File: src/rtl/upq_pkg.sv
// Shared types and codes for the unsorted priority queue.
// No dependencies; used by upq_ctrl, upq_datapath and the top level.
package upq_pkg;

  // Default sizes
  localparam int DEPTH_DEF         = 16;
  localparam int TAG_BITS_DEF      = 16;
  localparam int PRIORITY_BITS_DEF = 8;

  localparam int KIND_W = 2;
  localparam int STAT_W = 3;

  // Operation kinds
  localparam logic [KIND_W-1:0] KIND_INSERT  = 2'd0;
  localparam logic [KIND_W-1:0] KIND_SERVE   = 2'd1;
  localparam logic [KIND_W-1:0] KIND_UPGRADE = 2'd2;
  localparam logic [KIND_W-1:0] KIND_CLEAR   = 2'd3;

  // Result status codes
  localparam logic [STAT_W-1:0] ST_OK       = 3'd0;
  localparam logic [STAT_W-1:0] ST_EMPTY    = 3'd1;
  localparam logic [STAT_W-1:0] ST_FULL     = 3'd2;
  localparam logic [STAT_W-1:0] ST_NOTAG    = 3'd3;
  localparam logic [STAT_W-1:0] ST_NOTLOWER = 3'd4;

  // Controller -> datapath
  typedef struct packed {
    logic item_load;  // latch accepted word, reset scan
    logic scan_rd;    // read entry at scan pointer, advance
    logic commit;     // apply operation, load result register
  } cmd_t;

  // Datapath -> controller
  typedef struct packed {
    logic need_scan;  // serve/upgrade on a non-empty queue
    logic rd_last;    // scan pointer at last held entry
    logic out_free;   // result register can take a word
  } stat_t;

endpackage

File: src/rtl/upq_ctrl.sv
// Sequencer for the unsorted priority queue.
// Depends on upq_pkg (cmd_t, stat_t); drives upq_datapath.
module upq_ctrl (
  input  logic           clk,
  input  logic           rst_n,
  input  logic           in_tvalid,
  output logic           in_tready,
  input  upq_pkg::stat_t stat,
  output upq_pkg::cmd_t  cmd
);
  import upq_pkg::*;

  localparam logic [2:0] S_IDLE   = 3'd0;
  localparam logic [2:0] S_DECIDE = 3'd1;
  localparam logic [2:0] S_SCAN   = 3'd2;
  localparam logic [2:0] S_DRAIN  = 3'd3;
  localparam logic [2:0] S_FIN    = 3'd4;

  logic [2:0] state_r, state_nxt;

  assign in_tready = (state_r == S_IDLE);

  always_comb begin
    state_nxt     = state_r;
    cmd.item_load = 1'b0;
    cmd.scan_rd   = 1'b0;
    cmd.commit    = 1'b0;
    unique case (state_r)
      S_IDLE: begin
        if (in_tvalid) begin
          cmd.item_load = 1'b1;
          state_nxt     = S_DECIDE;
        end
      end
      S_DECIDE: begin
        state_nxt = stat.need_scan ? S_SCAN : S_FIN;
      end
      S_SCAN: begin
        cmd.scan_rd = 1'b1;
        if (stat.rd_last) state_nxt = S_DRAIN;
      end
      S_DRAIN: begin
        // last read word is folded in this cycle
        state_nxt = S_FIN;
      end
      S_FIN: begin
        if (stat.out_free) begin
          cmd.commit = 1'b1;
          state_nxt  = S_IDLE;
        end
      end
      default: begin
        state_nxt = S_IDLE;
      end
    endcase
  end

  always_ff @(posedge clk) begin
    if (!rst_n) begin
      state_r <= S_IDLE;
    end else begin
      state_r <= state_nxt;
    end
  end

endmodule

File: src/rtl/upq_datapath.sv
// Entry storage, scan accumulator, front tracking and result register.
// Depends on upq_pkg; sequenced by upq_ctrl.
module upq_datapath #(
  parameter int DEPTH         = upq_pkg::DEPTH_DEF,
  parameter int TAG_BITS      = upq_pkg::TAG_BITS_DEF,
  parameter int PRIORITY_BITS = upq_pkg::PRIORITY_BITS_DEF,
  localparam int CNT_W        = $clog2(DEPTH + 1)
) (
  input  logic                       clk,
  input  logic                       rst_n,
  input  logic [upq_pkg::KIND_W-1:0] in_kind,
  input  logic [TAG_BITS-1:0]        in_tag,
  input  logic [PRIORITY_BITS-1:0]   in_priority_req,
  input  upq_pkg::cmd_t              cmd,
  output upq_pkg::stat_t             stat,
  input  logic                       out_tready,
  output logic                       out_tvalid,
  output logic [upq_pkg::STAT_W-1:0] out_status,
  output logic [TAG_BITS-1:0]        out_served_tag,
  output logic [TAG_BITS-1:0]        out_front_tag,
  output logic [PRIORITY_BITS-1:0]   out_front_priority,
  output logic                       out_empty_res,
  output logic [CNT_W-1:0]           out_occupancy
);
  import upq_pkg::*;

  localparam int IDX_W = $clog2(DEPTH);

  // entry memories
  logic [TAG_BITS-1:0]      tag_mem [DEPTH];
  logic [PRIORITY_BITS-1:0] pri_mem [DEPTH];

  // latched word
  logic [KIND_W-1:0]        kind_r;
  logic [TAG_BITS-1:0]      tag_r;
  logic [PRIORITY_BITS-1:0] prio_r;

  // queue state
  logic [CNT_W-1:0]         count_r, count_nxt;
  logic [TAG_BITS-1:0]      front_tag_r, front_tag_nxt;
  logic [PRIORITY_BITS-1:0] front_pri_r, front_pri_nxt;
  logic [IDX_W-1:0]         front_slot_r, front_slot_nxt;

  // scan pipeline
  logic [IDX_W-1:0]         rd_ptr_r;
  logic                     rd_vld_r;
  logic [IDX_W-1:0]         rd_idx_r;
  logic [TAG_BITS-1:0]      rd_tag_r;
  logic [PRIORITY_BITS-1:0] rd_pri_r;

  // best qualifying entry seen so far
  logic                     acc_found_r;
  logic [TAG_BITS-1:0]      acc_tag_r;
  logic [PRIORITY_BITS-1:0] acc_pri_r;
  logic [IDX_W-1:0]         acc_slot_r;

  // result register
  logic                     out_tvalid_r;
  logic [STAT_W-1:0]        out_status_r;
  logic [TAG_BITS-1:0]      out_served_r;
  logic [TAG_BITS-1:0]      out_ftag_r;
  logic [PRIORITY_BITS-1:0] out_fpri_r;
  logic [CNT_W-1:0]         out_occ_r;

  logic                     is_serve, is_full, is_empty;
  logic                     past_front, qual, acc_take;
  logic [IDX_W-1:0]         new_idx;
  logic                     shift_we, ins_we, upg_we, tag_we, pri_we;
  logic [IDX_W-1:0]         wr_addr;
  logic [TAG_BITS-1:0]      wr_tag;
  logic [PRIORITY_BITS-1:0] wr_pri;
  logic [STAT_W-1:0]        status_c;
  logic [TAG_BITS-1:0]      served_c;

  assign is_serve = (kind_r == KIND_SERVE);
  assign is_full  = (count_r == CNT_W'(DEPTH));
  assign is_empty = (count_r == '0);

  assign stat.need_scan = !is_empty && (is_serve || kind_r == KIND_UPGRADE);
  assign stat.rd_last   = ((CNT_W'(rd_ptr_r) + CNT_W'(1)) == count_r);
  assign stat.out_free  = !out_tvalid_r || out_tready;

  // Serve: entries past the removed front move down one slot while scanning.
  assign past_front = (rd_idx_r > front_slot_r);
  assign new_idx    = past_front ? (rd_idx_r - IDX_W'(1)) : rd_idx_r;
  assign qual       = is_serve ? (rd_idx_r != front_slot_r) : (rd_tag_r == tag_r);
  assign acc_take   = rd_vld_r && qual && (!acc_found_r || rd_pri_r < acc_pri_r);

  assign shift_we = rd_vld_r && is_serve && past_front;
  assign ins_we   = cmd.commit && (kind_r == KIND_INSERT) && !is_full;
  assign upg_we   = cmd.commit && (kind_r == KIND_UPGRADE) && acc_found_r &&
                    (prio_r < acc_pri_r);
  assign tag_we   = shift_we || ins_we;
  assign pri_we   = shift_we || ins_we || upg_we;

  always_comb begin
    if (shift_we) begin
      wr_addr = rd_idx_r - IDX_W'(1);
    end else if (ins_we) begin
      wr_addr = count_r[IDX_W-1:0];
    end else begin
      wr_addr = acc_slot_r;
    end
    wr_tag = shift_we ? rd_tag_r : tag_r;
    wr_pri = shift_we ? rd_pri_r : prio_r;
  end

  always_ff @(posedge clk) begin
    if (tag_we) tag_mem[wr_addr] <= wr_tag;
    if (pri_we) pri_mem[wr_addr] <= wr_pri;
    if (cmd.scan_rd) begin
      rd_tag_r <= tag_mem[rd_ptr_r];
      rd_pri_r <= pri_mem[rd_ptr_r];
    end
  end

  // operation outcome
  always_comb begin
    count_nxt      = count_r;
    front_tag_nxt  = front_tag_r;
    front_pri_nxt  = front_pri_r;
    front_slot_nxt = front_slot_r;
    status_c       = ST_OK;
    served_c       = '0;
    unique case (kind_r)
      KIND_INSERT: begin
        if (is_full) begin
          status_c = ST_FULL;
        end else begin
          count_nxt = count_r + CNT_W'(1);
          // ties keep the earlier front
          if (is_empty || prio_r < front_pri_r) begin
            front_tag_nxt  = tag_r;
            front_pri_nxt  = prio_r;
            front_slot_nxt = count_r[IDX_W-1:0];
          end
        end
      end
      KIND_SERVE: begin
        if (is_empty) begin
          status_c = ST_EMPTY;
        end else begin
          served_c       = front_tag_r;
          count_nxt      = count_r - CNT_W'(1);
          front_tag_nxt  = acc_tag_r;
          front_pri_nxt  = acc_pri_r;
          front_slot_nxt = acc_slot_r;
        end
      end
      KIND_UPGRADE: begin
        if (!acc_found_r) begin
          status_c = ST_NOTAG;
        end else if (prio_r >= acc_pri_r) begin
          status_c = ST_NOTLOWER;
        end else if (prio_r < front_pri_r ||
                     (prio_r == front_pri_r && acc_slot_r < front_slot_r)) begin
          front_tag_nxt  = acc_tag_r;
          front_pri_nxt  = prio_r;
          front_slot_nxt = acc_slot_r;
        end
      end
      default: begin
        count_nxt = '0;
      end
    endcase
  end

  // control registers
  always_ff @(posedge clk) begin
    if (!rst_n) begin
      count_r      <= '0;
      rd_vld_r     <= 1'b0;
      acc_found_r  <= 1'b0;
      out_tvalid_r <= 1'b0;
    end else begin
      rd_vld_r <= cmd.scan_rd;
      if (cmd.item_load) begin
        acc_found_r <= 1'b0;
      end else if (acc_take) begin
        acc_found_r <= 1'b1;
      end
      if (cmd.commit) begin
        count_r      <= count_nxt;
        out_tvalid_r <= 1'b1;
      end else if (out_tready) begin
        out_tvalid_r <= 1'b0;
      end
    end
  end

  // payload registers
  always_ff @(posedge clk) begin
    if (cmd.item_load) begin
      kind_r   <= in_kind;
      tag_r    <= in_tag;
      prio_r   <= in_priority_req;
      rd_ptr_r <= '0;
    end else if (cmd.scan_rd) begin
      rd_ptr_r <= rd_ptr_r + IDX_W'(1);
    end
    if (cmd.scan_rd) rd_idx_r <= rd_ptr_r;
    if (acc_take) begin
      acc_tag_r  <= rd_tag_r;
      acc_pri_r  <= rd_pri_r;
      acc_slot_r <= is_serve ? new_idx : rd_idx_r;
    end
    if (cmd.commit) begin
      front_tag_r  <= front_tag_nxt;
      front_pri_r  <= front_pri_nxt;
      front_slot_r <= front_slot_nxt;
      out_status_r <= status_c;
      out_served_r <= served_c;
      out_ftag_r   <= (count_nxt != '0) ? front_tag_nxt : '0;
      out_fpri_r   <= (count_nxt != '0) ? front_pri_nxt : '0;
      out_occ_r    <= count_nxt;
    end
  end

  assign out_tvalid         = out_tvalid_r;
  assign out_status         = out_status_r;
  assign out_served_tag     = out_served_r;
  assign out_front_tag      = out_ftag_r;
  assign out_front_priority = out_fpri_r;
  assign out_empty_res      = (out_occ_r == '0);
  assign out_occupancy      = out_occ_r;

endmodule

File: src/rtl/unsorted_priority_queue.sv
// Top level of the unsorted-array min-priority queue.
// Depends on upq_pkg, upq_ctrl and upq_datapath.
//
//  channel | dir | tdata (low bit up)                          | tuser
//  --------+-----+---------------------------------------------+--------
//  in_     | in  | tag, priority_req                           | kind
//  out_    | out | served_tag, front_tag, front_priority,      | status
//          |     | empty_res, occupancy                        |
//
// Insert and clear skip the scan; serve and upgrade on a non-empty queue make one
//   pass over the entry memory through its single read port (one entry per cycle,
//   read data registered).
// Serve closes the gap in the same pass that finds the next front.
// Reset (rst_n low, synchronous) empties the queue; entry memory is not cleared.
// A result waits in the output register while the next word is taken; the
//   block stalls only at commit when that register is still full.
module unsorted_priority_queue #(
  parameter int DEPTH         = upq_pkg::DEPTH_DEF,
  parameter int TAG_BITS      = upq_pkg::TAG_BITS_DEF,
  parameter int PRIORITY_BITS = upq_pkg::PRIORITY_BITS_DEF,
  localparam int CNT_W        = $clog2(DEPTH + 1),
  localparam int IN_W         = ((TAG_BITS + PRIORITY_BITS + 7) / 8) * 8,
  localparam int OUT_W        = ((2 * TAG_BITS + PRIORITY_BITS + 1 + CNT_W + 7) / 8) * 8
) (
  input  logic                       clk,
  input  logic                       rst_n,
  input  logic                       in_tvalid,
  output logic                       in_tready,
  input  logic [IN_W-1:0]            in_tdata,   // tag, priority_req
  input  logic [upq_pkg::KIND_W-1:0] in_tuser,   // kind
  output logic                       out_tvalid,
  input  logic                       out_tready,
  output logic [OUT_W-1:0]           out_tdata,  // served_tag, front_tag,
                                                 // front_priority, empty_res,
                                                 // occupancy
  output logic [upq_pkg::STAT_W-1:0] out_tuser   // status
);
  import upq_pkg::*;

  cmd_t  cmd;
  stat_t stat;

  logic [TAG_BITS-1:0]      served_tag;
  logic [TAG_BITS-1:0]      front_tag;
  logic [PRIORITY_BITS-1:0] front_priority;
  logic                     empty_res;
  logic [CNT_W-1:0]         occupancy;
  logic [STAT_W-1:0]        status;

  upq_ctrl u_ctrl (
    .clk       (clk),
    .rst_n     (rst_n),
    .in_tvalid (in_tvalid),
    .in_tready (in_tready),
    .stat      (stat),
    .cmd       (cmd)
  );

  upq_datapath #(
    .DEPTH         (DEPTH),
    .TAG_BITS      (TAG_BITS),
    .PRIORITY_BITS (PRIORITY_BITS)
  ) u_dp (
    .clk                (clk),
    .rst_n              (rst_n),
    .in_kind            (in_tuser),
    .in_tag             (in_tdata[TAG_BITS-1:0]),
    .in_priority_req    (in_tdata[TAG_BITS +: PRIORITY_BITS]),
    .cmd                (cmd),
    .stat               (stat),
    .out_tready         (out_tready),
    .out_tvalid         (out_tvalid),
    .out_status         (status),
    .out_served_tag     (served_tag),
    .out_front_tag      (front_tag),
    .out_front_priority (front_priority),
    .out_empty_res      (empty_res),
    .out_occupancy      (occupancy)
  );

  // pack result word, zero fill to whole bytes
  assign out_tdata = OUT_W'({occupancy, empty_res, front_priority, front_tag, served_tag});
  assign out_tuser = status;

  // one word in flight: ready drops right after an accept
  a_one_in_flight: assert property (@(posedge clk) disable iff (!rst_n)
    in_tvalid && in_tready |=> !in_tready)
    else $error("word accepted while previous one still in work");

  a_occ_bound: assert property (@(posedge clk) disable iff (!rst_n)
    out_tvalid |-> occupancy <= CNT_W'(DEPTH))
    else $error("occupancy above depth");

  a_full_status: assert property (@(posedge clk) disable iff (!rst_n)
    out_tvalid && status == ST_FULL |-> occupancy == CNT_W'(DEPTH))
    else $error("full reported on a queue with room");

  a_empty_front: assert property (@(posedge clk) disable iff (!rst_n)
    out_tvalid && empty_res |-> front_tag == '0 && front_priority == '0 && served_tag == '0
      || status == ST_OK && served_tag != '0)
    else $error("empty result carries a front entry");

endmodule

File: config.mk
export PLATFORM = sky130hd
export DESIGN_NAME = unsorted_priority_queue
export DESIGN_NICKNAME = d
export VERILOG_FILES = /design/src/rtl/upq_pkg.sv /design/src/rtl/upq_ctrl.sv /design/src/rtl/upq_datapath.sv /design/src/rtl/unsorted_priority_queue.sv
export SDC_FILE = /design/constraint.sdc
export NUM_CORES = 1
export LEC_CHECK = 0
export BUFFER_PORTS_ARGS = -buffer_cell sky130_fd_sc_hd__buf_4
export CAP_MARGIN = 20
export CORE_ASPECT_RATIO = 1.2
export CORE_UTILIZATION = 55
export CTS_BUF_LIST = sky130_fd_sc_hd__clkbuf_16
export DETAILED_ROUTE_END_ITERATION = 8
export GPL_ROUTABILITY_DRIVEN = 0
export PLACE_DENSITY = 0.72
export SYNTH_ARGS = -nofsm -noshare
export SYNTH_HDL_FRONTEND = slang
export SYNTH_SLANG_ARGS = --single-unit
File: constraint.sdc
create_clock -name clk -period 4.5 [get_ports clk]
set_input_delay 1.35 -clock clk [delete_from_list [all_inputs] [get_ports clk]]
set_output_delay 1.35 -clock clk [all_outputs]
set_load 0.01 [all_outputs]
Yosys cells after proc, flatten, opt, wreduce, memory -nomap -nowiden
Memory sizes are Yosys's and may differ from the RTL's. A register that Yosys moved wholly into a read port is not among the register bits. Index checks and enable logic that the tools add are counted.

Flip-flop bits (word level): 149. Bits in writable memories: 384. Output and inout bits: 53. Memories kept: 2.

Add/sub/neg operators: 5. $lt $le $gt $ge: 6. Eq/ne operators: 20. Multiplexer cells: 52. Bitwise logic cells: 2. Reduce and logical (&&, ||, !) cells: 33.

Memory list: u_dp.tag_mem (depth 16, width 16, rd ports 1, clocked after Yosys merged registers in 1, wr ports 1, RTL line upq_datapath.sv:30) `logic [TAG_BITS-1:0] tag_mem [DEPTH];`; u_dp.pri_mem (depth 16, width 8, rd ports 1, clocked after Yosys merged registers in 1, wr ports 1, RTL line upq_datapath.sv:31) `logic [PRIORITY_BITS-1:0] pri_mem [DEPTH];`.

Operators by type and width (count): 16-bit 2-to-1 mux (7); 8-bit 2-to-1 mux (7); 16-bit case mux with 3 select lines (1); 4-bit 2-to-1 mux (10); 8-bit less-than comparator (3); 8-bit case mux with 3 select lines (1); 3-bit 2-to-1 mux (6); 16-bit == test (1); 2-bit inequality test (second input constant) (8); 3-bit case mux with 5 select lines (1); 5-bit case mux with 3 select lines (1); 1-bit 2-to-1 mux (13); 4-bit case mux with 3 select lines (1); 1-bit logical AND (11); 5-bit logical NOT (2); 5-bit 2-to-1 mux (2); 3-bit case mux with 3 select lines (1); 8-bit == test (1); 8-bit greater-or-equal comparator (1); 8-bit AND reduction (1); 1-bit logical OR (7); 3-bit by 2-bit == test with 1-bit output (second input constant) (2); 4-bit by 1-bit adder with 5-bit output (second input constant) (1); 5-bit by 1-bit adder with 5-bit output (second input constant) (1); 23 further kinds (28).

Longest topological paths before layout
Gate-level depths: netlist of the first run.

Word-level depth: 10. Gate-level depth with buffers: 11. Gate-level depth less buffers: 9.

Hierarchy
A second synthesis of the first run with hierarchy kept.

Cells, all modules: 1277. Area, all modules: 22890.7 sq um.

Modules (own cells, without submodules): upq_datapath (times used 1, cells each 1255, area an instance 22688.0 sq um, sequential area each 16515.8 sq um); upq_ctrl (times used 1, cells each 18, area an instance 176.4 sq um, sequential area each 60.1 sq um); unsorted_priority_queue (times used 1, cells each 4, area an instance 26.3 sq um, sequential area each 0.0 sq um).

Worst setup path before layout of the first run
No wires, ideal clock.

Path type: input to register. Start point: in out_tready. End point: mem u_dp.tag_mem[4][0] in the netlist's numbering, enable pin. Library setup time: 0.388 ns. Arrival time: 3.816 ns. Setup slack: 0.295 ns. Stages on the path: 8. Path buffers: 1. Cells stage by stage: nor2b_1 -> nor2b_1 -> buf_4 -> nand2_4 -> mux2i_1 -> mux2i_1 -> or3b_1 -> nor2_1.

RTL lines: start: declaration (RTL line unsorted_priority_queue.sv:32) `input logic out_tready,`; end: declaration (RTL line upq_datapath.sv:30).

Worst setup path in the final report of the first run
Start point: reg u_dp.rd_idx_r[1]. End point: mem u_dp.pri_mem[9][6] in the netlist's numbering, enable pin.

Word-level cells in the longest chain between the ends: 6. Elaborated cells between the ends (all ways): 8. Those cells by class: add/sub (1); order compare (1); mux (3); reduce/logical (3).

Ends and longest elaborated chain: start: declaration (RTL line upq_datapath.sv:47) `logic [IDX_W-1:0] rd_idx_r;`; start signal: assignment (RTL line upq_datapath.sv:201) `if (cmd.scan_rd) rd_idx_r <= rd_ptr_r;`; 4-bit greater-than comparator (RTL line upq_datapath.sv:84) `assign past_front = (rd_idx_r > front_slot_r);`; 1-bit logical AND (RTL line upq_datapath.sv:89) `assign shift_we = rd_vld_r && is_serve && past_front;`; 1-bit logical OR (2 in a row) (RTL line upq_datapath.sv:94) `assign pri_we = shift_we || ins_we || upg_we;`; 1-bit 2-to-1 mux (RTL line upq_datapath.sv:110) `if (pri_we) pri_mem[wr_addr] <= wr_pri;`; 1-bit 2-to-1 mux (implied by the code) (RTL line upq_datapath.sv:110); end: declaration (RTL line upq_datapath.sv:31).

Several ways; a longest one is shown, not always the timed one.

==> summary.md, run 1 <==
| Metric | Value |
|---|---|
| Actual slew at the worst max-slew pin | `0.9794 ns` |
| # IOs | `83` |
| CP Data Arrival Time | `3.85 ns` |
| Crit-path max FO | `18` |
| Critical Path RT | `4.71 ns` |
| Worst hold endpoint | `u_dp.acc_pri_r[0]` |
| Die Wd | `188.6 µm` |
| Area delta synth->final | `13.28%` |
| Ant. Diodes | `0` |
| Crit. End Element | `flop` |
| Leakage | `8.743 nW` |
| Commonest register cell after synthesis | `edfxtp_1` |
| Synthesis-stage register bit count | `557` |
| Via Count | `11815` |
| Slew Viols, Final | `0` |
| Layout cells sized above 1 | `25.14%` |
| Vias in the first global route | `11837` |
| PortBufs | `80` |
| Worst R2R Setup Slack | `0.85 ns` |
| Setup TNS Final | `0 ns` |
| Relative slew slack | `34.71%` |
| Clock skew | `0.02205 ns` |
| Htree depth | `2` |
| Synthesis Warnings | `0` |
| Root buffer cell | `clkbuf_16` |
| Antenna violations before repair | `0` |
| Async set or reset register ratio after synthesis | `0%` |
| FF-to-FF path depth | `8` |
| Peak Freq | `274.3 MHz` |
| Synthesized cell area | `0.02299 mm²` |
| Worst reg2reg endpoint | `u_dp.pri_mem[9][6]` |
| Worst setup path startpoint | `u_dp.rd_idx_r[1]` |
| Crit path time final | `3.645 ns` |
| Hold path cells | `0` |
| Fill cell total of the finished layout | `2795` |
| Status | `completed` |
| Drt pass-1 iters | `5` |
| Worst-path clk slew | `0.06 ns` |
| Post-synthesis sequential area ratio | `72.10%` |
| Nets@finish | `1428` |
| Worst r2r src | `u_dp.rd_idx_r[1]` |
| Maximum VDD drop | `0.3320 mV` |
| Final period util | `81.01%` |
| Iter 0 DRT Violations | `1076` |
| Number of max-cap violations | `0` |
| CTS sink count | `557` |
| Die ar. | `0.04262 mm²` |
| DR DRC count | `0` |
| CTS Buf Count | `52` |
| Core area | `0.04094 mm²` |
| Avg WL per Cell | `24.33 µm` |
| Aggregate global-route resource usage | `22.72%` |
| Post-Syn Instances | `1244` |
| Chip height | `226.0 µm` |
| Startpoint Class | `flop` |
| Hold Crit Class | `reg -> reg` |
| Post-DP HPWL | `31180 µm` |
| # hold bufs at CTS | `0` |
| Post-synth cell types | `71` |
| Post-CTS resize count | `0` |
| Pwr Total | `10.41 mW` |
| Synth Area per Inst | `18.48 µm²` |
| Cell Pwr Density | `399.6 mW/mm²` |
| Starting Density | `56.15%` |
| Core Rows | `81` |
| Largest net degree at the start of global routing | `79` |
| CTS tree | `built` |
| EDFF count, synth | `542` |
| Setup Buffers After CTS | `0` |
| Final hold violations | `0` |
| Total gr overflow | `0` |
| Worst-case clock buffer depth | `3` |
| RSZ-0062 raised after global routing | `false` |
| Endpoints failing setup | `0` |
| Vias per cell | `6.093` |
| Setup CP Type | `reg -> reg` |
| Hold path startpoint | `u_dp.rd_pri_r[0]` |
| Routed WL | `47180 µm` |
| Clk Latency, worst-skew pair | `0.59 ns` |
| Antenna Nets Post-Route | `0` |
| First-pass GRT wire length | `72470 µm` |
[routing by layer]
metal	global-route usage [%]	part of all wire, %	vias up
li1	-	-	5221
met1	32.34	42	6121
met2	37.32	50	412
met3	3.279	6.0	61
met4	5.645	1.8	0
met5	0	0	-
[logic make-up (layout without fill, tap and decap cells)]
kind of cell / after synthesis / in the layout / share of synthesized area [%]
multiplexers: 164 / 164 / 13.88
other: 1 / 2 / 0.01631
AO/OA/AOI/OAI: 125 / 125 / 3.886
XOR/XNOR: 27 / 27 / 1.029
flip-flops: 557 / 557 / 72.10
adder cells (fa/ha/maj): 39 / 39 / 2.123
AND/OR/NAND/NOR: 219 / 219 / 4.800
buffers and inverters: 112 / 267 / 2.166
[cells in the mapped netlist (3+ instances only)]
master,count,area share (%)
edfxtp_1,542,71
mux4_2,120,12
nor2_1,64,1.0
nand2_1,54,0.88
inv_1,48,0.78
a21oi_1,44,0.96
ha_1,39,2.1
clkbuf_1,32,0.52
nand3_1,28,0.61
mux2_1,20,0.98
xnor2_1,19,0.72
a32oi_1,18,0.69
and3_1,18,0.49
dfxtp_1,15,1.3
mux2i_1,15,0.65
buf_2,14,0.30
o211ai_1,9,0.29
mux2_2,8,0.39
nand4_1,8,0.22
o21ai_0,8,0.17
xor2_1,8,0.30
buf_1,7,0.11
nor3_1,7,0.15
a31oi_1,6,0.16
a32oi_2,6,0.42
buf_6,6,0.29
nor2b_1,6,0.16
o21ai_1,6,0.13
nand2b_1,5,0.14
buf_4,4,0.13
nor3b_1,4,0.13
a221oi_1,3,0.11
and2_1,3,0.082
o21a_1,3,0.098
[worst max-delay path, stage by stage (launching register included)]
cell and delay, ns:
edfxtp_1 0.41, ha_1 0.32, nor2b_1 0.14, o21a_1 0.17
o21a_1 0.21, o21ai_4 0.53, mux2i_1 0.67, nand2_1 0.26
nor2_1 0.57
[flip-flops by register name, summed over array words and instances (netlist names), 2 cells and up]
signal	cells
u_dp.rd_tag_r	16
u_dp.prio_r	8
u_dp.out_served_tag	16
u_dp.rd_idx_r	4
u_dp.rd_pri_r	8
u_dp.acc_pri_r	8
u_dp.out_front_priority	8
u_dp.out_occupancy	5
u_dp.tag_mem	256
u_dp.count_r	5
u_ctrl.state_r	3
u_dp.acc_slot_r	4
u_dp.out_status	3
u_dp.pri_mem	128
u_dp.front_slot_r	4
u_dp.tag_r	16
u_dp.front_tag_r	16
u_dp.kind_r	2
u_dp.rd_ptr_r	4
u_dp.out_front_tag	16
u_dp.acc_tag_r	16
u_dp.front_pri_r	8
[power by group]
part | internal (mW) | switching [mW]
clock | 2.45 | 1.86
combinational | 0.100 | 0.225
sequential | 5.73 | 0.0299
[worst max-delay path by stage]
stage          slack (ns)                   to
2_1_floorplan        0.30   u_dp.tag_mem[4][0]
3_3_place_gp         0.82  u_dp.pri_mem[15][2]
3_5_place_dp         0.72   u_dp.pri_mem[9][2]
4_1_cts              0.92   u_dp.pri_mem[9][6]
5_1_grt              0.64  u_dp.pri_mem[15][7]
6_report             0.85   u_dp.pri_mem[9][6]
[area by class of cell]
type / count / area, µm² / share of cell area, %
Clock buffer: 52 / 1301 / 4.997
Sequential cell: 557 / 16580 / 63.68
Clock inverter: 43 / 382.9 / 1.470
Inverter: 49 / 183.9 / 0.7063
Timing Repair Buffer: 123 / 968.4 / 3.719
Multi-Input combinational cell: 576 / 5947 / 22.84
Tap cell: 539 / 674.4 / 2.590
[metrics by stage]
step / instance area [µm²] / instances / util, % / hold slack, ns / worst slack, ns
after floorplan: 22990 / 1245 / - / 0.4064 / 0.2951
after global placement: 24310 / 1842 / 59.38 / 0.4596 / 0.8216
after detailed placement: 24310 / 1842 / 59.38 / 0.4657 / 0.7218
after CTS: 25990 / 1937 / 63.49 / 0.4801 / 0.9171
after global routing: 26040 / 1939 / 63.60 / 0.4950 / 0.6425
final: 26040 / 1939 / 63.60 / 0.4705 / 0.8547
[cell usage in the layout, fill, tap and decap left out, drive strengths merged, types with 4 or more instances in the layout]
cell,count
nand4,8
a31oi,6
nor2,64
mux4,120
clkinv,24
or3b,4
o21ai,14
nor3,7
clkbuf,52
and2,4
bufinv,6
clkinvlp,4
inv,58
xor2,8
mux2,28
nor3b,4
buf,123
edfxtp,542
nor2b,6
dfxtp,15
nand3,28
xnor2,19
a32oi,24
nand2,55
ha,39
and3,18
o211ai,10
mux2i,16
nand2b,5
a21oi,45
(Power assumes the default switching activity.)
==> inputs of run 2 (changes only) <==
--- a/config.mk
+++ b/config.mk
@@ -5,6 +5,7 @@
 export SDC_FILE = /design/constraint.sdc
 export NUM_CORES = 1
 export LEC_CHECK = 0
+export ABC_AREA = 1
 export BUFFER_PORTS_ARGS = -buffer_cell sky130_fd_sc_hd__buf_4
 export CAP_MARGIN = 20
 export CORE_ASPECT_RATIO = 1.2
@@ -12,7 +13,7 @@
 export CTS_BUF_LIST = sky130_fd_sc_hd__clkbuf_16
 export DETAILED_ROUTE_END_ITERATION = 8
 export GPL_ROUTABILITY_DRIVEN = 0
-export PLACE_DENSITY = 0.72
+export PLACE_DENSITY = 0.75
 export SYNTH_ARGS = -nofsm -noshare
 export SYNTH_HDL_FRONTEND = slang
 export SYNTH_SLANG_ARGS = --single-unit
==> constraint.sdc (replaced) <==
create_clock -name clk -period 3.1 [get_ports clk]
set_input_delay 0.93 -clock clk [delete_from_list [all_inputs] [get_ports clk]]
set_output_delay 0.93 -clock clk [all_outputs]
set_load 0.01 [all_outputs]
==> summary.md, run 2 <==
| Metric | Value |
|---|---|
| Crit-path max FO | `17 (-1)` |
| # IOs | `83 (unchanged)` |
| Crit. End Element | `flop` |
| Top reg by flops | `u_dp.tag_mem` |
| Final period util | `92.99% (+12 points)` |
| Crit path max-delay family | `simple AND/OR/NAND/NOR gates` |
| CTS sink count | `557 (unchanged)` |
| Hold Crit Class | `reg -> reg` |
| Worst r2r src | `u_dp.rd_idx_r[0]` |
| Top flop regs | `u_dp.tag_mem: 256 flops, u_dp.pri_mem: 128 flops` |
| Most frequent cells in the layout | `edfxtp_1, nand2_1, nor2_1, buf_4, o21ai_0` |
| Final core occ | `64.68% (+1.1 points)` |
| Nets@finish | `2028 (+42%)` |
| Worst reg2reg endpoint | `u_dp.tag_mem[12][7]` |
| Sequential Power Share | `49.3% (-6.1 points)` |
| Number of max-cap violations | `0 (unchanged)` |
| DP Worst Slack | `0.2004 ns (-0.5215 ns)` |
| CP Data Arrival Time | `3.21 ns (-0.64 ns)` |
| Status | `completed` |
| Ant. Diodes | `0 (unchanged)` |
| Post-CTS resize count | `0 (unchanged)` |
| Setup CP Type | `reg -> reg` |
| Total gr overflow | `0 (unchanged)` |
| Final hold slack | `0.4526 ns (-0.01786 ns)` |
| Aggregate global-route resource usage | `25.22% (+2.5 points)` |
| Clk Latency, worst-skew pair | `0.64 ns (+0.05 ns)` |
| # hold bufs at CTS | `0 (unchanged)` |
| Worst hold endpoint | `u_dp.acc_tag_r[13]` |
| Crit-path cells | `inv_1 > ha_1 > nand2_1 > nor2_1 > nor3_2 > nand2_2 > o21ai_2 > inv_2 > nor2_1 > nand2_1 > nor2_2 > buf_12` |
| Htree depth | `2 (unchanged)` |
| Antenna Nets Post-Route | `0 (unchanged)` |
| Hold path cells | `0 (unchanged)` |
| Clock skew | `0.02571 ns (+0.003658 ns)` |
| Routed WL | `54080 µm (+15%)` |
| Post-synth cell types | `53 (-25%)` |
| Synth top cells by count | `edfxtp_1, nand2_1, nor2_1` |
| Largest net degree at the start of global routing | `103 (+30%)` |
| Setup Buffers After CTS | `0 (unchanged)` |
| Critical Path RT | `3.43 ns (-1.28 ns)` |
| Worst-case clock buffer depth | `3 (unchanged)` |
| Vias in the first global route | `15019 (+27%)` |
| Final WS setup | `0.2174 ns (-0.6374 ns)` |
| Starting Density | `56.08% (-0.066 points)` |
| EDFF count, synth | `542 (unchanged)` |
| Post-synthesis sequential area ratio | `70.26% (-1.8 points)` |
| Worst-path clk slew | `0.06 ns (about the same)` |
| Async set or reset register ratio after synthesis | `0% (unchanged)` |
| Largest register FFs | `256 (unchanged)` |
| First-pass GRT wire length | `83610 µm (+15%)` |
| Top-count cell post-synth | `edfxtp_1` |
| Endpoints failing setup | `0 (unchanged)` |
| Actual slew at the worst max-slew pin | `0.9018 ns (-0.07754 ns)` |
| Synthesis-stage register bit count | `557 (unchanged)` |
| Area contributors post-synth | `edfxtp_1, nand2_1, nor2_1` |
| NetSw | `4.680 mW (+120%)` |
| Avg WL per Cell | `21.24 µm (-13%)` |
| Commonest register cell after synthesis | `edfxtp_1` |
| CTS tree | `built` |
| Post-DP HPWL | `36220 µm (+16%)` |
| Maximum VDD drop | `0.5521 mV (+66%)` |
| Peak Freq | `346.9 MHz (+26%)` |
| Core Rows | `82 (+1.2%)` |
| Yosys top cell by area | `edfxtp_1` |
| Hold path startpoint | `u_dp.rd_tag_r[13]` |
| Synthesis Warnings | `0 (unchanged)` |
| Slew Viols, Final | `0 (unchanged)` |
| Final hold violations | `0 (unchanged)` |
| FF-to-FF path depth | `12 (+4)` |
| Leakage | `9.655 nW (+10%)` |
| Synthesized cell area | `0.02359 mm² (+2.6%)` |
| PortBufs | `80 (unchanged)` |
| Crit path time final | `2.883 ns (-0.7626 ns)` |
| RSZ-0062 raised after global routing | `true` |
| DR DRC count | `0 (unchanged)` |
| CTS Buf Count | `53 (+1.9%)` |
| Largest stage delay on the critical path | `0.48 ns (-0.19 ns)` |
| Antenna violations before repair | `0 (unchanged)` |
| CP bufs+invs | `3 (+3)` |
| Cell Pwr Density | `659.0 mW/mm² (+65%)` |
| Pwr Total | `17.93 mW (+72%)` |
| Drt pass-1 iters | `5 (unchanged)` |
| Via Count | `14862 (+26%)` |
| Clk pwr share | `37.0% (-4.5 points)` |
| Commonest non-fill, non-tap cell in the layout | `edfxtp_1` |
| Chip height | `228.9 µm (+1.3%)` |
| Layout cells sized above 1 | `16.55% (-8.6 points)` |
| Relative slew slack | `39.81% (+5.1 points)` |
| Pint | `13.25 mW (+60%)` |
| Worst R2R Setup Slack | `0.22 ns (-0.64 ns)` |
| Post-Syn Instances | `1831 (+47%)` |
| Die Wd | `191.1 µm (+1.3%)` |
| Top cell type's share of synthesized area | `68.99% (-1.8 points)` |
| Switching part of the total power | `26.10% (+5.7 points)` |
| Root buffer cell | `clkbuf_16` |
| Area delta synth->final | `15.33%` |
| Iter 0 DRT Violations | `1282 (+19%)` |
| Synth Area per Inst | `12.88 µm² (-30%)` |
| Die ar. | `0.04373 mm² (+2.6%)` |
| Vias per cell | `5.837 (-4.2%)` |
| Logic pwr share | `13.7% (+11 points)` |
| Startpoint Class | `flop` |
| Core area | `0.04207 mm² (+2.7%)` |
| Slowest-stage cell, CP | `edfxtp_1` |
==> run 2: cell count changes after synthesis, moves of 20 or more <==
cell / delta
clkbuf_1: +27
inv_1: +47
mux2_1: -20
mux2i_1: +59
mux4_2: -120
nand2_1: +243
nand3_1: +35
nor2_1: +145
o21ai_0: +127
o221ai_1: +75
==> run 2: metal layers <==
layer	global-route usage, %	share of wire, %	vias up
li1	-	-	6937
met2	42.78	50	617
met5	0	0	-
met1	31.84	40	7174
met4	11.66	4.3	0
met3	3.700	6.5	134
==> run 2: how the worst max path moves through the flow <==
| stage | start | endpoint | slack (ns) | cells after the start |
|---|---|---|---|---|
| floorplan | u_dp.rd_idx_r[0] | u_dp.acc_pri_r[0] | 0.14 | 7 |
| global placement | out_tready | u_dp.tag_mem[5][1] | 0.21 | 11 |
| detailed placement | out_tready | u_dp.pri_mem[5][2] | 0.20 | 11 |
| CTS | u_dp.rd_idx_r[0] | u_dp.pri_mem[5][2] | 0.24 | 12 |
| global route | u_dp.rd_idx_r[0] | u_dp.tag_mem[12][7] | -0.003 | 12 |
| finish | u_dp.rd_idx_r[0] | u_dp.tag_mem[12][7] | 0.22 | 12 |
==> run 2: area by class of cell <==
class	instances	area, µm²
clock buffer	53	1326
clock inverter	43	469.2
fill	2995	14860
inverter	107	402.9
multi-input combinational	1071	6198
sequential	557	16580
tap	546	683.2
timing repair buffer	169	1544
==> run 2: cells by family (layout without fill, tap and decap cells) <==
family | Yosys count | in the layout | share of synthesized area [%]
other cells | 1 | 2 | 0.01590
compound gates | 321 | 321 | 9.128
mux | 75 | 75 | 3.187
fa+ha+maj | 39 | 39 | 2.068
flops | 557 | 557 | 70.26
xor+xnor | 20 | 20 | 0.7425
buf+inv | 204 | 372 | 3.697
simple gates | 614 | 614 | 10.90
==> run 2: power by group through the flow <==
stage / logic [mW] / registers [mW] / clock network, mW
2_1_floorplan: 1.64 / 8.94 / 0
3_3_place_gp: 2.36 / 8.98 / 0
3_5_place_dp: 2.43 / 8.99 / 0
4_1_cts: 2.45 / 8.83 / 6.74
5_1_grt: 2.68 / 8.85 / 7.00
6_report: 2.46 / 8.83 / 6.64
==> run 2: per-stage QoR <==
step / cells / TNS, ns / instance area (µm²)
6_report: 2546 / 0 / 27210
2_1_floorplan: 1832 / 0 / 23600
3_3_place_gp: 2450 / 0 / 25410
5_1_grt: 2546 / -0.01928 / 27210
3_5_place_dp: 2450 / 0 / 25410
4_1_cts: 2546 / 0 / 27210
==> inputs of run 3 (changes only) <==
--- a/config.mk
+++ b/config.mk
@@ -14,6 +14,7 @@
 export DETAILED_ROUTE_END_ITERATION = 8
 export GPL_ROUTABILITY_DRIVEN = 0
 export PLACE_DENSITY = 0.75
+export SLEW_MARGIN = 30
 export SYNTH_ARGS = -nofsm -noshare
 export SYNTH_HDL_FRONTEND = slang
 export SYNTH_SLANG_ARGS = --single-unit
==> constraint.sdc (replaced) <==
create_clock -name clk -period 3.1 [get_ports clk]
set_input_delay 0.62 -clock clk [delete_from_list [all_inputs] [get_ports clk]]
set_output_delay 0.62 -clock clk [all_outputs]
set_load 0.01 [all_outputs]
==> summary.md, run 3 (synthesis gave the netlist of run 2 again) <==
| Metric | Value |
|---|---|
| First-pass GRT wire length | `83810 µm (+0.24%)` |
| Routed WL | `54110 µm (about the same)` |
| Core area | `0.04207 mm² (unchanged)` |
| Die ar. | `0.04373 mm² (unchanged)` |
| Maximum VDD drop | `0.5227 mV (-5.3%)` |
| Status | `completed` |
| CTS tree | `built` |
| Setup CP Type | `reg -> reg` |
| Nets@finish | `2036 (+0.39%)` |
| # IOs | `83 (unchanged)` |
| FF-to-FF path depth | `11 (-1)` |
| Final hold violations | `0 (unchanged)` |
| Setup Buffers After CTS | `0 (unchanged)` |
| Ant. Diodes | `0 (unchanged)` |
| RSZ-0062 raised after global routing | `false` |
| Number of max-cap violations | `0 (unchanged)` |
| Drt pass-1 iters | `8 (+3)` |
| Post-CTS resize count | `0 (unchanged)` |
| Slew Viols, Final | `0 (unchanged)` |
| Final period util | `91.95% (-1.0 points)` |
| Antenna Nets Post-Route | `0 (unchanged)` |
| Root buffer cell | `clkbuf_16` |
| Crit path time final | `2.850 ns (-0.03229 ns)` |
| Via Count | `15075 (+1.4%)` |
| CTS sink count | `557 (unchanged)` |
| DR DRC count | `0 (unchanged)` |
| Top reg by flops | `u_dp.tag_mem` |
| Die Wd | `191.1 µm (unchanged)` |
| Antenna violations before repair | `0 (unchanged)` |
| Peak Freq | `350.8 MHz (+1.1%)` |
| Crit path capture | `u_dp.tag_mem[14][6]` |
| Clk Latency, worst-skew pair | `0.62 ns (-0.02 ns)` |
| Final core occ | `64.66% (about the same)` |
| Endpoints failing setup | `0 (unchanged)` |
| Worst-path clk slew | `0.07 ns (about the same)` |
| Setup TNS Final | `0 ns (unchanged)` |
| PortBufs | `80 (unchanged)` |
| Register area | `0.01659 mm² (about the same)` |
| Hold Crit Class | `in -> reg` |
| Leakage | `9.670 nW (+0.15%)` |
| Worst r2r src | `u_dp.kind_r[1]` |
| Starting Density | `56.08% (unchanged)` |
| Clock skew | `0.01985 ns (-0.005855 ns)` |
| Cell Pwr Density | `662.7 mW/mm² (+0.56%)` |
| Area delta synth->final | `15.30% (about the same)` |
| Avg WL per Cell | `21.16 µm (-0.39%)` |
| Crit. End Element | `flop` |
| Largest net degree at the start of global routing | `102 (-0.97%)` |
| Total gr overflow | `0 (unchanged)` |
| Layout cells sized above 1 | `16.91% (+0.36 points)` |
| Most frequent cells in the layout | `edfxtp_1, nand2_1, nor2_1, buf_4, o21ai_0` |
| Worst-case clock buffer depth | `3 (unchanged)` |
| Worst reg2reg endpoint | `u_dp.tag_mem[14][6]` |
| # hold bufs at CTS | `0 (unchanged)` |
| Largest register FFs | `256 (unchanged)` |
| Vias in the first global route | `14988 (-0.21%)` |
| Critical Path RT | `3.39 ns (-0.04 ns)` |
| Worst R2R Setup Slack | `0.25 ns (+0.03 ns)` |
| Vias per cell | `5.896 (+1.0%)` |
| Iter 0 DRT Violations | `1369 (+6.8%)` |
| CTS Buf Count | `54 (+1.9%)` |
| Crit-path max FO | `18 (+1)` |
| Startpoint Class | `flop` |
| Fill cell total of the finished layout | `2976 (-0.63%)` |
| Relative slew slack | `35.56% (-4.3 points)` |
| Post-DP HPWL | `36220 µm (about the same)` |
| Htree depth | `2 (unchanged)` |
| Actual slew at the worst max-slew pin | `0.9656 ns (+0.06372 ns)` |
| Multi-input gate area | `0.006201 mm² (about the same)` |
| Top flop regs | `u_dp.tag_mem: 256 flops, u_dp.pri_mem: 128 flops` |
| Commonest non-fill, non-tap cell in the layout | `edfxtp_1` |
| Core Rows | `82 (unchanged)` |
| Aggregate global-route resource usage | `25.27% (+0.042 points)` |
| CP Data Arrival Time | `3.15 ns (-0.06 ns)` |
| Chip height | `228.9 µm (unchanged)` |
| Worst setup path startpoint | `u_dp.kind_r[1]` |
-- run 3: worst max-delay path: stages, from the launching register on --
cell	delay (ns)
edfxtp_1	0.42
inv_1	0.10
ha_1	0.29
inv_2	0.08
nor3_2	0.23
nand2_2	0.29
o21ai_2	0.36
inv_2	0.07
nor2_1	0.20
nand2_1	0.13
nor2_2	0.09
buf_4	0.25
-- run 3: worst min path at each step --
stage / from / endpoint / slack [ns] / cells after the start
2_1_floorplan: u_dp.rd_ptr_r[3] / u_dp.rd_idx_r[3] / 0.41 / 0
3_3_place_gp: u_dp.rd_pri_r[0] / u_dp.acc_pri_r[0] / 0.43 / 0
3_5_place_dp: u_dp.rd_tag_r[15] / u_dp.acc_tag_r[15] / 0.43 / 0
4_1_cts: in_tdata[9] / u_dp.tag_r[9] / 0.16 / 1
5_1_grt: in_tdata[0] / u_dp.tag_r[0] / 0.17 / 1
6_report: in_tdata[0] / u_dp.tag_r[0] / 0.18 / 1
-- run 3: area by class of cell --
class                   instances  share of cell area (%)
clock inverters                46                   1.757
multi-input cells            1071                   22.80
inverters                     107                   1.481
well taps                     546                   2.512
repair buffers                176                   5.502
flip-flops and latches        557                   60.98
clock buffers                  54                   4.968
-- run 3: through the flow --
step | total power, mW | setup WS (ns) | hold slack, ns | cell area, µm² | std cells
3_3_place_gp | 11.37 | 0.3231 | 0.4313 | 25370 | 2457
6_report | 18.03 | 0.2497 | 0.1784 | 27200 | 2557
5_1_grt | 18.58 | 0.03764 | 0.1676 | 27200 | 2557
4_1_cts | 18.08 | 0.2131 | 0.1585 | 27190 | 2557
2_1_floorplan | 10.58 | 0.1447 | 0.4064 | 23600 | 1832
3_5_place_dp | 11.45 | 0.2426 | 0.4338 | 25370 | 2457
-- run 3: layer usage --
layer	track usage [%]	up-vias	wire [µm]	part of all wire, %
met1	31.48	7297	20390	38
met4	12.20	0	2577	4.8
met2	43.08	685	27280	50
li1	-	6946	-	-
met3	3.639	147	3851	7.1
met5	0	-	0	0
-- run 3: power breakdown --
part           leakage (nW)  switching [mW]  internal (mW)  total (mW)
clock network         0.908            2.83           3.86        6.69
registers              5.03           0.164           8.67        8.83
logic                  3.73            1.72          0.787        2.50
total                  9.67            4.71           13.3        18.0
